==> config.mk <==
export PLATFORM = sky130hd
export DESIGN_NAME = basic_update_timer_unit
export DESIGN_NICKNAME = d
export VERILOG_FILES = /design/src/hw/rtl/but_pkg.sv /design/src/hw/rtl/basic_update_timer_unit.sv
export SDC_FILE = /design/constraint.sdc
export NUM_CORES = 1
export LEC_CHECK = 0
export BUFFER_PORTS_ARGS = -buffer_cell sky130_fd_sc_hd__buf_2
export CORE_ASPECT_RATIO = 1.5
export CORE_UTILIZATION = 61
export CTS_CLUSTER_DIAMETER = 50
export DETAILED_ROUTE_END_ITERATION = 16
export GPL_ROUTABILITY_DRIVEN = 0
export HOLD_SLACK_MARGIN = 0.08
export PLACE_DENSITY_LB_ADDON = 0.25
export SLEW_MARGIN = 20
export SYNTH_ARGS = -nofsm -noshare
export SYNTH_HDL_FRONTEND = slang
export SYNTH_SLANG_ARGS = --single-unit
export TNS_END_PERCENT = 1
==> constraint.sdc <==
create_clock -name clk -period 3.6 [get_ports clk]
set_input_delay 1.08 -clock clk [delete_from_list [all_inputs] [get_ports clk]]
set_output_delay 1.08 -clock clk [all_outputs]
set_load 0.02 [all_outputs]
==> src/hw/rtl/but_pkg.sv <==
`timescale 1ns / 1ps

package but_pkg;

	// Width of the counter and reload registers unless overridden at the top level.
	localparam int DEFAULT_COUNT_WIDTH = 16;

	// Item kinds carried in the mode field.
	localparam logic [1:0] MODE_TICK  = 2'd0;
	localparam logic [1:0] MODE_WRITE = 2'd1;
	localparam logic [1:0] MODE_READ  = 2'd2;

	// Register map.
	localparam logic [2:0] ADDR_CTRL  = 3'd0;
	localparam logic [2:0] ADDR_IRQEN = 3'd1;
	localparam logic [2:0] ADDR_STAT  = 3'd2;
	localparam logic [2:0] ADDR_EVENT = 3'd3;
	localparam logic [2:0] ADDR_CNT   = 3'd4;
	localparam logic [2:0] ADDR_PSC   = 3'd5;
	localparam logic [2:0] ADDR_ARR   = 3'd6;

	// Bit positions inside the control, event and status registers.
	localparam int CTRL_CEN_BIT  = 0;
	localparam int CTRL_UDIS_BIT = 1;
	localparam int CTRL_URS_BIT  = 2;
	localparam int CTRL_OPM_BIT  = 3;
	localparam int CTRL_ARPE_BIT = 7;
	localparam int EVENT_UG_BIT  = 0;
	localparam int STAT_UIF_BIT  = 0;
	localparam int IRQEN_UIE_BIT = 0;

	typedef struct packed {
		logic [1:0]  mode;
		logic [2:0]  reg_addr;
		logic [15:0] write_data;
	} in_item_t;

	typedef struct packed {
		logic [15:0] read_data;
		logic        update_event;
		logic        irq;
	} out_item_t;

endpackage

==> src/hw/rtl/basic_update_timer_unit.sv <==
`timescale 1ns / 1ps

// The result of an accepted item is registered in the output or the skid register.
// Throughput: one item per cycle unless stalled; each item is fully resolved on accept.
// An output register plus a one-entry skid register keep input accepted while a result
// waits, so input stalls only after two results are held back by the consumer.
// Reset (arst_n low, asynchronous): counter, prescaler, flags and control clear, reload
// preload and active reload go to all ones, and no result is pending.
module basic_update_timer_unit #(
	parameter int COUNT_WIDTH = but_pkg::DEFAULT_COUNT_WIDTH
) (
	input  logic               clk,
	input  logic               arst_n,
	input  logic               in_valid,
	output logic               in_stall,
	input  but_pkg::in_item_t  in_item,
	output logic               out_valid,
	input  logic               out_stall,
	output but_pkg::out_item_t out_item
);

	import but_pkg::*;

	// Architectural timer state. These registers are the whole state of the timer; every
	// accepted item reads them and writes their next values in the same cycle.
	logic [COUNT_WIDTH-1:0] cnt_q, cnt_n;
	logic [15:0]            psc_q, psc_n;
	logic [15:0]            psc_pre_q, psc_pre_n;
	logic [15:0]            psc_act_q, psc_act_n;
	logic [COUNT_WIDTH-1:0] arr_pre_q, arr_pre_n;
	logic [COUNT_WIDTH-1:0] arr_act_q, arr_act_n;
	logic                   cen_q, cen_n;
	logic                   udis_q, udis_n;
	logic                   urs_q, urs_n;
	logic                   opm_q, opm_n;
	logic                   arpe_q, arpe_n;
	logic                   uie_q, uie_n;
	logic                   uif_q, uif_n;

	// Result path: an output register and a skid register behind it.
	logic      out_valid_q;
	out_item_t out_item_q;
	logic      skid_valid_q;
	out_item_t skid_item_q;

	logic      accept;
	logic      out_free;
	out_item_t result;
	logic [COUNT_WIDTH-1:0] wr_count;

	function automatic logic [31:0] write_data_ext(input logic [15:0] d);
		write_data_ext = {16'd0, d};
	endfunction

	// The skid register is the only thing that can push back on the input.
	assign in_stall  = skid_valid_q;
	assign accept    = in_valid && !skid_valid_q;
	assign out_free  = !out_valid_q || !out_stall;
	assign out_valid = out_valid_q;
	assign out_item  = out_item_q;

	// Counter and reload writes keep the low COUNT_WIDTH bits of the 16-bit data.
	assign wr_count = COUNT_WIDTH'(write_data_ext(in_item.write_data));

	// Next-state and result logic for one item.
	always_comb begin
		cnt_n     = cnt_q;
		psc_n     = psc_q;
		psc_pre_n = psc_pre_q;
		psc_act_n = psc_act_q;
		arr_pre_n = arr_pre_q;
		arr_act_n = arr_act_q;
		cen_n     = cen_q;
		udis_n    = udis_q;
		urs_n     = urs_q;
		opm_n     = opm_q;
		arpe_n    = arpe_q;
		uie_n     = uie_q;
		uif_n     = uif_q;
		result    = '0;

		case (in_item.mode)
			MODE_TICK: begin
				// Ticks count only while the counter is enabled.
				if (cen_q) begin
					if (psc_q >= psc_act_q) begin
						// Prescaler wrap: the counter advances by one. A zero reload
						// freezes the counter.
						psc_n = '0;
						if (arr_act_q != '0) begin
							if (cnt_q == arr_act_q) begin
								// Overflow: wrap, and unless updates are disabled load the
								// shadow registers, set the flag and stop in one-pulse mode.
								cnt_n = '0;
								if (!udis_q) begin
									psc_act_n           = psc_pre_q;
									arr_act_n           = arr_pre_q;
									uif_n               = 1'b1;
									result.update_event = 1'b1;
									if (opm_q) begin
										cen_n = 1'b0;
									end
								end
							end else begin
								// A counter above the reload wraps silently at its maximum.
								cnt_n = cnt_q + COUNT_WIDTH'(1);
							end
						end
					end else begin
						psc_n = psc_q + 16'd1;
					end
				end
			end
			MODE_WRITE: begin
				case (in_item.reg_addr)
					ADDR_CTRL: begin
						cen_n  = in_item.write_data[CTRL_CEN_BIT];
						udis_n = in_item.write_data[CTRL_UDIS_BIT];
						urs_n  = in_item.write_data[CTRL_URS_BIT];
						opm_n  = in_item.write_data[CTRL_OPM_BIT];
						arpe_n = in_item.write_data[CTRL_ARPE_BIT];
					end
					ADDR_IRQEN: begin
						uie_n = in_item.write_data[IRQEN_UIE_BIT];
					end
					ADDR_STAT: begin
						// Writing zero clears the flag; writing one leaves it.
						uif_n = uif_q & in_item.write_data[STAT_UIF_BIT];
					end
					ADDR_EVENT: begin
						// A forced update restarts counting and, unless updates are
						// disabled, loads the shadows. The update request source bit
						// keeps it from setting the flag.
						if (in_item.write_data[EVENT_UG_BIT]) begin
							cnt_n = '0;
							psc_n = '0;
							if (!udis_q) begin
								psc_act_n           = psc_pre_q;
								arr_act_n           = arr_pre_q;
								result.update_event = 1'b1;
								if (!urs_q) begin
									uif_n = 1'b1;
								end
							end
						end
					end
					ADDR_CNT: begin
						cnt_n = wr_count;
					end
					ADDR_PSC: begin
						psc_pre_n = in_item.write_data;
					end
					ADDR_ARR: begin
						// Without reload preload the new value takes effect at once.
						arr_pre_n = wr_count;
						if (!arpe_q) begin
							arr_act_n = wr_count;
						end
					end
					default: begin
					end
				endcase
			end
			MODE_READ: begin
				case (in_item.reg_addr)
					ADDR_CTRL: begin
						result.read_data[CTRL_CEN_BIT]  = cen_q;
						result.read_data[CTRL_UDIS_BIT] = udis_q;
						result.read_data[CTRL_URS_BIT]  = urs_q;
						result.read_data[CTRL_OPM_BIT]  = opm_q;
						result.read_data[CTRL_ARPE_BIT] = arpe_q;
					end
					ADDR_IRQEN: begin
						result.read_data[IRQEN_UIE_BIT] = uie_q;
					end
					ADDR_STAT: begin
						result.read_data[STAT_UIF_BIT] = uif_q;
					end
					ADDR_CNT: begin
						result.read_data = 16'(cnt_q);
					end
					ADDR_PSC: begin
						result.read_data = psc_pre_q;
					end
					ADDR_ARR: begin
						result.read_data = 16'(arr_pre_q);
					end
					default: begin
					end
				endcase
			end
			default: begin
			end
		endcase

		// The interrupt request reflects the state after this item.
		result.irq = uif_n & uie_n;
	end

	// Timer state updates only on accepted items.
	always_ff @(posedge clk or negedge arst_n) begin
		if (!arst_n) begin
			cnt_q     <= '0;
			psc_q     <= '0;
			psc_pre_q <= '0;
			psc_act_q <= '0;
			arr_pre_q <= '1;
			arr_act_q <= '1;
			cen_q     <= 1'b0;
			udis_q    <= 1'b0;
			urs_q     <= 1'b0;
			opm_q     <= 1'b0;
			arpe_q    <= 1'b0;
			uie_q     <= 1'b0;
			uif_q     <= 1'b0;
		end else if (accept) begin
			cnt_q     <= cnt_n;
			psc_q     <= psc_n;
			psc_pre_q <= psc_pre_n;
			psc_act_q <= psc_act_n;
			arr_pre_q <= arr_pre_n;
			arr_act_q <= arr_act_n;
			cen_q     <= cen_n;
			udis_q    <= udis_n;
			urs_q     <= urs_n;
			opm_q     <= opm_n;
			arpe_q    <= arpe_n;
			uie_q     <= uie_n;
			uif_q     <= uif_n;
		end
	end

	// Result valid bits. When the output register frees up it takes the skid entry first,
	// which keeps results in order. The input is stalled while the skid entry is full.
	always_ff @(posedge clk or negedge arst_n) begin
		if (!arst_n) begin
			out_valid_q  <= 1'b0;
			skid_valid_q <= 1'b0;
		end else if (out_free) begin
			if (skid_valid_q) begin
				out_valid_q  <= 1'b1;
				skid_valid_q <= 1'b0;
			end else begin
				out_valid_q <= accept;
			end
		end else if (accept) begin
			skid_valid_q <= 1'b1;
		end
	end

	// Result payloads.
	always_ff @(posedge clk) begin
		if (out_free) begin
			if (skid_valid_q) begin
				out_item_q <= skid_item_q;
			end else if (accept) begin
				out_item_q <= result;
			end
		end else if (accept) begin
			skid_item_q <= result;
		end
	end

endmodule

After elaboration in Yosys (flattened, before gate mapping)
Index checks and enable logic that the tools add are counted.
- output and inout bits: 20
- word-level logic and storage cells: 135
- register bits after elaboration: 141
- eq/ne operators: 20
- bitwise logic cells: 3
- add/sub/neg operators: 2
- multiplexer cells: 67
- reduce and logical (&&, ||, !) cells: 21
- order comparisons: 1
- operators with widths (cell ; number):
    $mux 16 ; 23
    $pmux 16 s2 ; 6
    $mux 18 ; 2
    $add 16x1->16 const B ; 2
    $mux 1 ; 27
    $pmux 8 s3 ; 1
    $eq 16x16->1 ; 1
    $ge 16x16->1 ; 1
    $reduce_bool 16->1 ; 1
    $ne 2x2->1 const B ; 6
    $pmux 3 s4 ; 1
    $reduce_and 3->1 ; 4
    $eq 3x3->1 const B ; 3
    $pmux 3 s3 ; 1
    $reduce_and 9->1 ; 1
    $pmux 1 s2 ; 4
    $reduce_and 8->1 ; 1
    $reduce_and 7->1 ; 1
    $eq 3x2->1 const B ; 2
    $ne 3x2->1 const B ; 2
    $ne 3x3->1 const B ; 2
    $pmux 1 s6 ; 1
    $reduce_bool 2->1 ; 3
    $reduce_and 5->1 ; 1
    13 further kinds ; 17

Logic depth before layout (Yosys ltp)
Gate-level depths: netlist (run 1).
- depth after elaboration: 9
- depth in mapped cells: 10

Worst setup path before layout (run 1)
OpenSTA, ideal clock, no wires.
- kind: input -> register
- start: input port in_item[17] in the netlist's numbering
- end: register arr_pre_q[10]
- arrival time: 2.753 ns
- setup slack: 0.765 ns
- required time: 3.518 ns
- cell stages on the path: 6
- setup time: 0.082 ns
- path through: clkbuf_1 nor2b_1 nand3_1 nor2_1 buf_2 mux2_2
- longest elaborated chain between the ends: 2
- ends and longest elaborated chain (what ; line ; text):
    start, declared ; basic_update_timer_unit.sv:16 ; input but_pkg::in_item_t in_item,
    $eq 3x3->1 ; basic_update_timer_unit.sv:115 ; case (in_item.reg_addr)
    $reduce_and 3->1 (no source line) ; - ;
    end signal, assigned ; basic_update_timer_unit.sv:221 ; arr_pre_q <= arr_pre_n;
    end, declared ; basic_update_timer_unit.sv:30 ; logic [COUNT_WIDTH-1:0] arr_pre_q, arr_pre_n;
No other way between the ends.
A chain may end at the register's enable or synchronous reset.

Final worst setup path (run 1)
- start: register psc_q[0]
- end: register psc_act_q[2]
- longest elaborated chain between the ends: 3
- ends and longest elaborated chain (what ; line ; text):
    start, declared ; basic_update_timer_unit.sv:27 ; logic [15:0] psc_q, psc_n;
    start signal, assigned ; basic_update_timer_unit.sv:218 ; psc_q <= psc_n;
    $ge 16x16->1 ; basic_update_timer_unit.sv:86 ; if (psc_q >= psc_act_q) begin
    $ne 2x2->1 (no source line) ; - ;
    $reduce_and 8->1 (no source line) ; - ;
    end signal, assigned ; basic_update_timer_unit.sv:220 ; psc_act_q <= psc_act_n;
    end, declared ; basic_update_timer_unit.sv:29 ; logic [15:0] psc_act_q, psc_act_n;
No other way between the ends.

==> flow_summary.yaml, run 1 <==
grt:
  grt_max_degree: 82
  grt_overflow: 0
  grt_antenna_before_repair: 0
  grt_usage: 0.311
  grt_pass1_vias: 6110
  grt_first_pass_wirelength_mm: 30.9
route:
  wirelength_mm: 18.8
  drt-initial-drc-count: 371
  avgViaCountPerCell: 6.56
  ant_nets: 0
  wire_per_inst_um: 20.4
  highest_layer: "met4"
  vias: 6026
  dr_wl_met2_mm: 9.68
  route.met3.wl_mm: 1.01
  drc_errors: 0
  drtPass1Iterations: 5
  met1Wirelength_mm: 7.12
die:
  rows: 49
  dieWidth_um: 93.0
  core_area_um2: 12000
  initial_core_util: 0.630
  ioPinCount: 45
  dieArea_um2: 12900
  die_y_um: 138
worst_setup_path:
  crit_family: "compound AO/OA/AOI/OAI gates"
  critPathLaunchType: "flop"
  worst-path-buf-inv: 1
  arrival_ps: 3410
  worstPathCellList: "inv_1 > ha_1 > nand2b_1 > a2111oi_0 > nand3b_1 > a311oi_4 > o211ai_4 > mux2_2"
  slowest_stage: "o211ai_4"
  critPathCaptureType: "flop"
  crit_type: "reg2reg"
  cpPeakStageDelay_ps: 630
  worstPathMaxFanout: 16
  cp_data_required_time_ps: 3910
synthesis:
  syn-num-nets: 756
  synth_area_per_cell_um2: 10.6
  ys_async_sr_fraction: 0.745
  synth_flop_cell: "dfrtp_1"
  ys_types: 54
  synth_xor_area_frac: 0.0185
  synth_edf_count: 36
  ys_seq_elements: 141
  syn_area_um2: 7570
  muxShareOfSynthArea: 0.112
  yosysWarnings: 0
  synth_simple_gate_area_frac: 0.151
  synth_top_family_by_area: "compound AO/OA/AOI/OAI gates"
  synthAdderAreaFrac: 0.0298
  netlist_instances: 713
  synth-seq-area-share: 0.495
  synth_compound_area_frac: 0.155
timing:
  clock_skew_ps: 11.5
  worstMarginPinSlew_ps: 856
  period_minus_slack_ps: 3100
  period_share: 0.860
  final-setup-viol-count: 0
  layout_setup_ws_ps: 503
  final-hold-violation-count: 0
  rsz0062_at_grt: "false"
  drv_slew: 0
  max_slew_margin: 0.429
  fmax_mhz: 323
  setup_tns_ps: 0
clock_network:
  postCtsSetupBuffers: 0
  htree_levels: 4
  ctsHoldBuffers: 0
  tritoncts: "built"
  ctsRootBufferMaster: "clkbuf_16"
  cts_sinks: 141
  cts_buffers: 17
  cts_buffer_depth: 2
  cts_resized: 0
  clk_latency_ps: 430
  clk_pin_slew_ps: 60
place:
  hpwlAfterDp_mm: 13.7
  io_buffers: 44
  pre_cts_ws_ps: 482
cells_and_area:
  layout_common_cells: "73 x dfrtp_1, 66 x nand2_1, 52 x nor2_1"
  diodes: 0
  drive_gt1_frac: 0.248
  fillCellCount: 900
  final_nets: 796
  final_util: 0.707
  final_common_cell: "dfrtp_1"
  area.growth.synth_to_final_pct: 12.3
power_and_ir_drop:
  ir_drop_mv: 0.325
  p_leak_nw: 3.69
  power_density_nw_per_um2: 587
flow_run:
  maxCapViolCount: 0
min_path:
  hold_class: "reg2reg"
outcome:
  status: "completed"
[registers in the layout, summed over array words and instances, names as in the netlist, 16 cells and up]
name         count
psc_act_q       16
cnt_q           16
arr_act_q       16
skid_item_q     18
arr_pre_q       16
psc_pre_q       16
out_item        18
psc_q           16
[layer usage]
metal	vias to the layer above	global-route usage
li1	2727	-
met1	2970	0.365
met5	-	0
met3	70	0.0638
met2	259	0.520
met4	0	0.181
[area by class of cell]
| cell class | count | area (um2) | share of cell area |
|---|---|---|---|
| inverters | 27 | 101 | 0.0119 |
| repair buffers | 65 | 384 | 0.0452 |
| well taps | 153 | 191 | 0.0225 |
| clock inverters | 14 | 119 | 0.0140 |
| clock buffers | 18 | 429 | 0.0505 |
| flip-flops and latches | 141 | 3750 | 0.441 |
| multi-input cells | 501 | 3520 | 0.415 |
[Yosys cell counts, drive strengths merged (2+ instances only)]
cell	number	area share
and3	29	0.024
nor2	52	0.026
nand2	66	0.033
a22o	15	0.017
a21oi	40	0.026
a221oi	2	0.0023
a22oi	2	0.0020
mux2i	19	0.025
nand4	11	0.0099
and2	5	0.0041
ha	18	0.030
nand3	28	0.019
o2bb2ai	17	0.020
a31oi	21	0.017
clkbuf	32	0.016
xor2	16	0.019
inv	27	0.013
edfxtp	36	0.14
dfrtp	73	0.24
nand3b	3	0.0030
nor2b	4	0.0033
dfstp	32	0.11
o211ai	11	0.013
and4	2	0.0023
o221ai	2	0.0031
a32o	4	0.0053
nor3	7	0.0061
o31ai	22	0.022
nand2b	9	0.0074
o21ai	16	0.011
o41ai	3	0.0035
a41oi	2	0.0023
mux2	55	0.087
buf	12	0.0099
nor4	10	0.011
[report_power, final]
group | leakage, nW | total [mW] | switching (mW) | internal (mW)
Clock | 0.262 | 1.63 | 0.685 | 0.947
Combinational | 1.78 | 1.12 | 0.628 | 0.487
Sequential | 1.65 | 2.24 | 0.264 | 1.98
Total | 3.69 | 4.99 | 1.58 | 3.41
[final timing paths]
check / startpoint / end / slack [ps] / depth (start not counted)
min in group asynchronous: arst_n / psc_q[9] / 670 / 1
max in group asynchronous: arst_n / uie_q / 2200 / 2
setup / recovery: psc_q[0] / psc_act_q[2] / 500 / 8
hold reg to reg: arr_act_q[14] / arr_act_q[14] / 510 / 1
setup reg to reg: psc_q[0] / psc_act_q[2] / 500 / 8
hold / removal: arr_act_q[14] / arr_act_q[14] / 510 / 1
[metrics by stage]
| stage | cells | power [mW] | hold slack (ps) | cell area, um2 |
|---|---|---|---|---|
| after floorplan | 713 | 2.97 | 473 | 7570 |
| after global placement | 887 | 3.28 | 489 | 7950 |
| after detailed placement | 887 | 3.35 | 492 | 7950 |
| after CTS | 919 | 4.99 | 506 | 8490 |
| after global routing | 919 | 5.21 | 523 | 8500 |
| final | 919 | 4.99 | 505 | 8500 |
[cell families after synthesis]
family	after synthesis
AOI/OAI and AO/OA	164
xor gates and xnor gates	16
adders and majority gates	18
buffers and inverters	71
DFF	141
muxes	74
and+or+nand+nor	229
(Power assumes the default switching activity.)
==> inputs of run 2 (changes only) <==
CORE_MARGIN = 2   (was default)
CORE_UTILIZATION = 65   (was 61)
clock period = 3.73 ns   (was 3.6 ns; I/O delays follow)
==> run 2 against run 1 <==
  * Clock power increased by 6%
  * Utilization increased by 4.2 points
  * Combinational power is 6% lower
  * Clock skew down 4.6 ps
  * Largest power group unchanged
  * Highest routed layer unchanged
==> flow_summary.yaml, run 2 (synthesis results as in run 1) <==
route:
  wirelength_mm: 18.8
  vias: 6020
  drc_errors: 0
  drt-initial-drc-count: 487
  drtPass1Iterations: 5
  avgViaCountPerCell: 6.59
  wire_per_inst_um: 20.5
  ant_nets: 0
power_and_ir_drop:
  power_density_nw_per_um2: 578
  p_leak_nw: 3.71
  total_power_mw: 4.94
  ir_drop_mv: 0.407
die:
  dieWidth_um: 92.1
  core_area_um2: 11400
  die_y_um: 136
  ioPinCount: 45
  rows: 48
  dieArea_um2: 12500
  initial_core_util: 0.663
timing:
  rsz0062_at_grt: "false"
  period_share: 0.804
  setup_tns_ps: 0
  final-hold-violation-count: 0
  drv_slew: 0
  fmax_mhz: 333
  period_minus_slack_ps: 3000
  max_slew_margin: 0.307
  final-setup-viol-count: 0
  clock_skew_ps: 6.91
  worstMarginPinSlew_ps: 1040
  layout_setup_ws_ps: 729
  fin_hold_ws_ps: 499
cells_and_area:
  final_common_cell: "dfrtp_1"
  final_util: 0.749
  design_area_um2: 8550
  area.growth.synth_to_final_pct: 12.9
  finalNonFillerCells: 914
  fillCellCount: 794
  layout_common_cells: "73 x dfrtp_1, 66 x nand2_1, 52 x nor2_1"
  multi_input_area_um2: 3530
  diodes: 0
  seqCellArea_um2: 3750
  final_nets: 794
  drive_gt1_frac: 0.251
worst_setup_path:
  worstPathCellList: "ha_1 > a21oi_1 > o21ai_0 > nor4_2 > a311oi_4 > o211ai_4 > mux2_2"
  worstPathMaxFanout: 16
  reg2reg_from: "psc_q[13]"
  worstReg2RegEnd: "psc_act_q[15]"
  rr_worst_depth: 7
  crit_end: "psc_act_q[15]"
  slowest_stage: "o211ai_4"
  critPathLaunchType: "flop"
  ff2ff_setup_slack_ps: 730
  cpPeakStageDelay_ps: 620
  arrival_ps: 3300
  cp_data_required_time_ps: 4020
  critPathCaptureType: "flop"
  crit_type: "reg2reg"
  setup.worst_path.start: "psc_q[13]"
clock_network:
  cts_resized: 0
  ctsHoldBuffers: 0
  ctsRootBufferMaster: "clkbuf_16"
  tritoncts: "built"
  postCtsSetupBuffers: 0
  htree_levels: 4
  cts_buffers: 17
  cts_sinks: 141
  cts_buffer_depth: 2
  clk_pin_slew_ps: 60
  clk_latency_ps: 420
grt:
  grt_antenna_before_repair: 0
  grt_overflow: 0
  grt_pass1_vias: 6015
  grt_usage: 0.317
  grt_first_pass_wirelength_mm: 30.7
  grt_max_degree: 82
outcome:
  status: "completed"
min_path:
  hold_class: "reg2reg"
place:
  io_buffers: 44
  pre_cts_ws_ps: 610
  dpl_cell_area_um2: 7930
  hpwlAfterDp_mm: 13.3
  placed_cells: 882
flow_run:
  maxCapViolCount: 0
run 2: cell types whose count changed in the layout (fill, tap and decap cells not counted), moves of 2 or more:
cell	before	now
buf_4	21	19
bufinv_16	1	3
clkinv_1	2	0
clkinv_4	2	4
inv_6	3	1
run 2: critical path: cells and delay by family (launching register included):
family / cells / cell delay [ps]
AO/OA/AOI/OAI: 4 / 1170
adder cells (fa/ha/maj): 1 / 340
flip-flops: 1 / 450
multiplexers: 1 / 420
AND/OR/NAND/NOR: 1 / 500
run 2: cell type report:
class	count	area share
clock buffers	19	0.0518
clock inverters	13	0.0195
inverters	27	0.0119
multi-input cells	501	0.413
flip-flops and latches	141	0.439
well taps	150	0.0220
repair buffers	63	0.0432
run 2: how the worst min path moves through the flow:
| stage | from | end | slack (ps) | cells after the start |
|---|---|---|---|---|
| after detailed placement | arr_act_q[14] | arr_act_q[14] | 490 | 1 |
| after floorplan | uif_q | uif_q | 470 | 2 |
| after global placement | arr_act_q[14] | arr_act_q[14] | 490 | 1 |
| after CTS | arr_act_q[15] | arr_act_q[15] | 500 | 1 |
| final | arr_act_q[15] | arr_act_q[15] | 500 | 1 |
| after global routing | arr_act_q[4] | arr_act_q[4] | 520 | 1 |
run 2: layer usage:
layer / routed length [um] / track usage
met5: 0 / 0
met4: 852 / 0.162
met3: 982 / 0.0449
met2: 9850 / 0.560
met1: 7090 / 0.376
run 2: power by group:
part           total, mW  switching, mW  internal [mW]
Combinational       1.05          0.583          0.469
Clock               1.72          0.649           1.07
Sequential          2.17          0.264           1.91
==> inputs of run 3 (changes only) <==
CORE_UTILIZATION = 55   (was 65)
clock period = 2.6 ns   (was 3.73 ns; I/O delays follow)
==> run 3 against run 2 <==
  * Critical path depth up 2
  * Total power up 45%
  * Non-clock buffer count up 41
  * Utilization shrank 8.4 points
  * Count of clock-buffer cells in the layout unchanged
  * Clock skew is essentially flat
==> flow_summary.yaml, run 3 (synthesis results as in run 1) <==
die:
  core_area_um2: 13500
  rows: 52
  ioPinCount: 45
  initial_core_util: 0.562
  die_y_um: 148
  dieArea_um2: 14700
  dieWidth_um: 99.8
cells_and_area:
  diodes: 0
  area.growth.synth_to_final_pct: 18.4
  final_nets: 835
  design_area_um2: 8960
  final_util: 0.665
  final_common_cell: "dfrtp_1"
  finalNonFillerCells: 967
  layout_common_cells: "73 x dfrtp_1, 66 x nand2_1, 55 x buf_4"
  drive_gt1_frac: 0.298
worst_setup_path:
  crit_type: "reg2reg"
  cp_data_required_time_ps: 2900
  critPathLaunchType: "flop"
  worstPathMaxFanout: 16
  reg2reg_from: "psc_q[0]"
  setup.worst_path.start: "psc_q[0]"
  critPathCaptureType: "flop"
  arrival_ps: 2840
  rr_worst_depth: 9
place:
  io_buffers: 44
  hpwlAfterDp_mm: 14.2
  dpl_cell_area_um2: 8290
  pre_cts_ws_ps: -90.3
  placed_cells: 933
grt:
  grt_usage: 0.270
  grt_pass1_vias: 6162
  grt_overflow: 0
  grt_max_degree: 37
  grt_first_pass_wirelength_mm: 31.4
  grt_antenna_before_repair: 0
timing:
  worstMarginPinSlew_ps: 436
  period_minus_slack_ps: 2540
  rsz0062_at_grt: "true"
  max_slew_margin: 0.706
  drv_slew: 0
  final-hold-violation-count: 0
  period_share: 0.976
  final-setup-viol-count: 0
  setup_tns_ps: 0
  clock_skew_ps: 7.39
  layout_setup_ws_ps: 61.5
  fmax_mhz: 394
  fin_hold_ws_ps: 305
min_path:
  hold_class: "in2async"
route:
  drtPass1Iterations: 5
  vias: 5993
  ant_nets: 0
  drt-initial-drc-count: 416
  wirelength_mm: 19.1
  drc_errors: 0
  avgViaCountPerCell: 6.20
  wire_per_inst_um: 19.8
clock_network:
  clk_latency_ps: 420
  htree_levels: 4
  cts_buffers: 17
  clk_pin_slew_ps: 60
  cts_sinks: 141
  cts_buffer_depth: 2
  ctsRootBufferMaster: "clkbuf_16"
  tritoncts: "built"
flow_run:
  maxCapViolCount: 0
outcome:
  status: "completed"
power_and_ir_drop:
  power_density_nw_per_um2: 799
  ir_drop_mv: 0.428
  total_power_mw: 7.16
  p_leak_nw: 3.94
run 3: report_power, final:
group | internal [mW] | switching (mW)
combinational | 0.812 | 0.941
clock | 1.40 | 0.953
sequential | 2.74 | 0.318
total | 4.95 | 2.21
run 3: worst max-delay path, cell delays in order (launching register included):
cell,delay [ps]
dfrtp_1,370
inv_1,50
ha_1,280
nand2b_1,130
a2111oi_0,440
nand3b_1,260
a311oi_4,150
o211ai_4,200
buf_12,190
mux2_2,350
run 3: layout make-up:
cell class	instances	area, um2
Clock buffer	19	464
Sequential cell	141	3750
Multi-Input combinational cell	501	3590
Timing Repair Buffer	104	739
Fill cell	1002	4510
Clock inverter	13	114
Tap cell	162	203
Inverter	27	101
run 3: path summary, 6_finish.rpt:
path	end	slack (ps)
worst min register to register	arr_act_q[12]	500
max in group asynchronous	arr_act_q[3]	1630
worst max register to register	psc_act_q[15]	60
worst max-delay path	psc_act_q[15]	60
min in group clk	arr_act_q[12]	500
worst min-delay path	uie_q	310
run 3: repair_timing:
action                     CTS  global route
setup endpoints to repair   17            36
pin swaps                    1             6
hold buffers                 0             0
buffers inserted             1             1
resized for setup            1             8
run 3: layer usage:
| metal | up-vias | GRT usage | routed length [um] | part of all wire |
|---|---|---|---|---|
| met5 | - | 0 | 0 | 0 |
| met4 | 0 | 0.107 | 440 | 0.023 |
| met1 | 2970 | 0.336 | 7850 | 0.41 |
| met2 | 181 | 0.471 | 10100 | 0.53 |
| met3 | 36 | 0.0378 | 707 | 0.037 |
| li1 | 2806 | - | - | - |
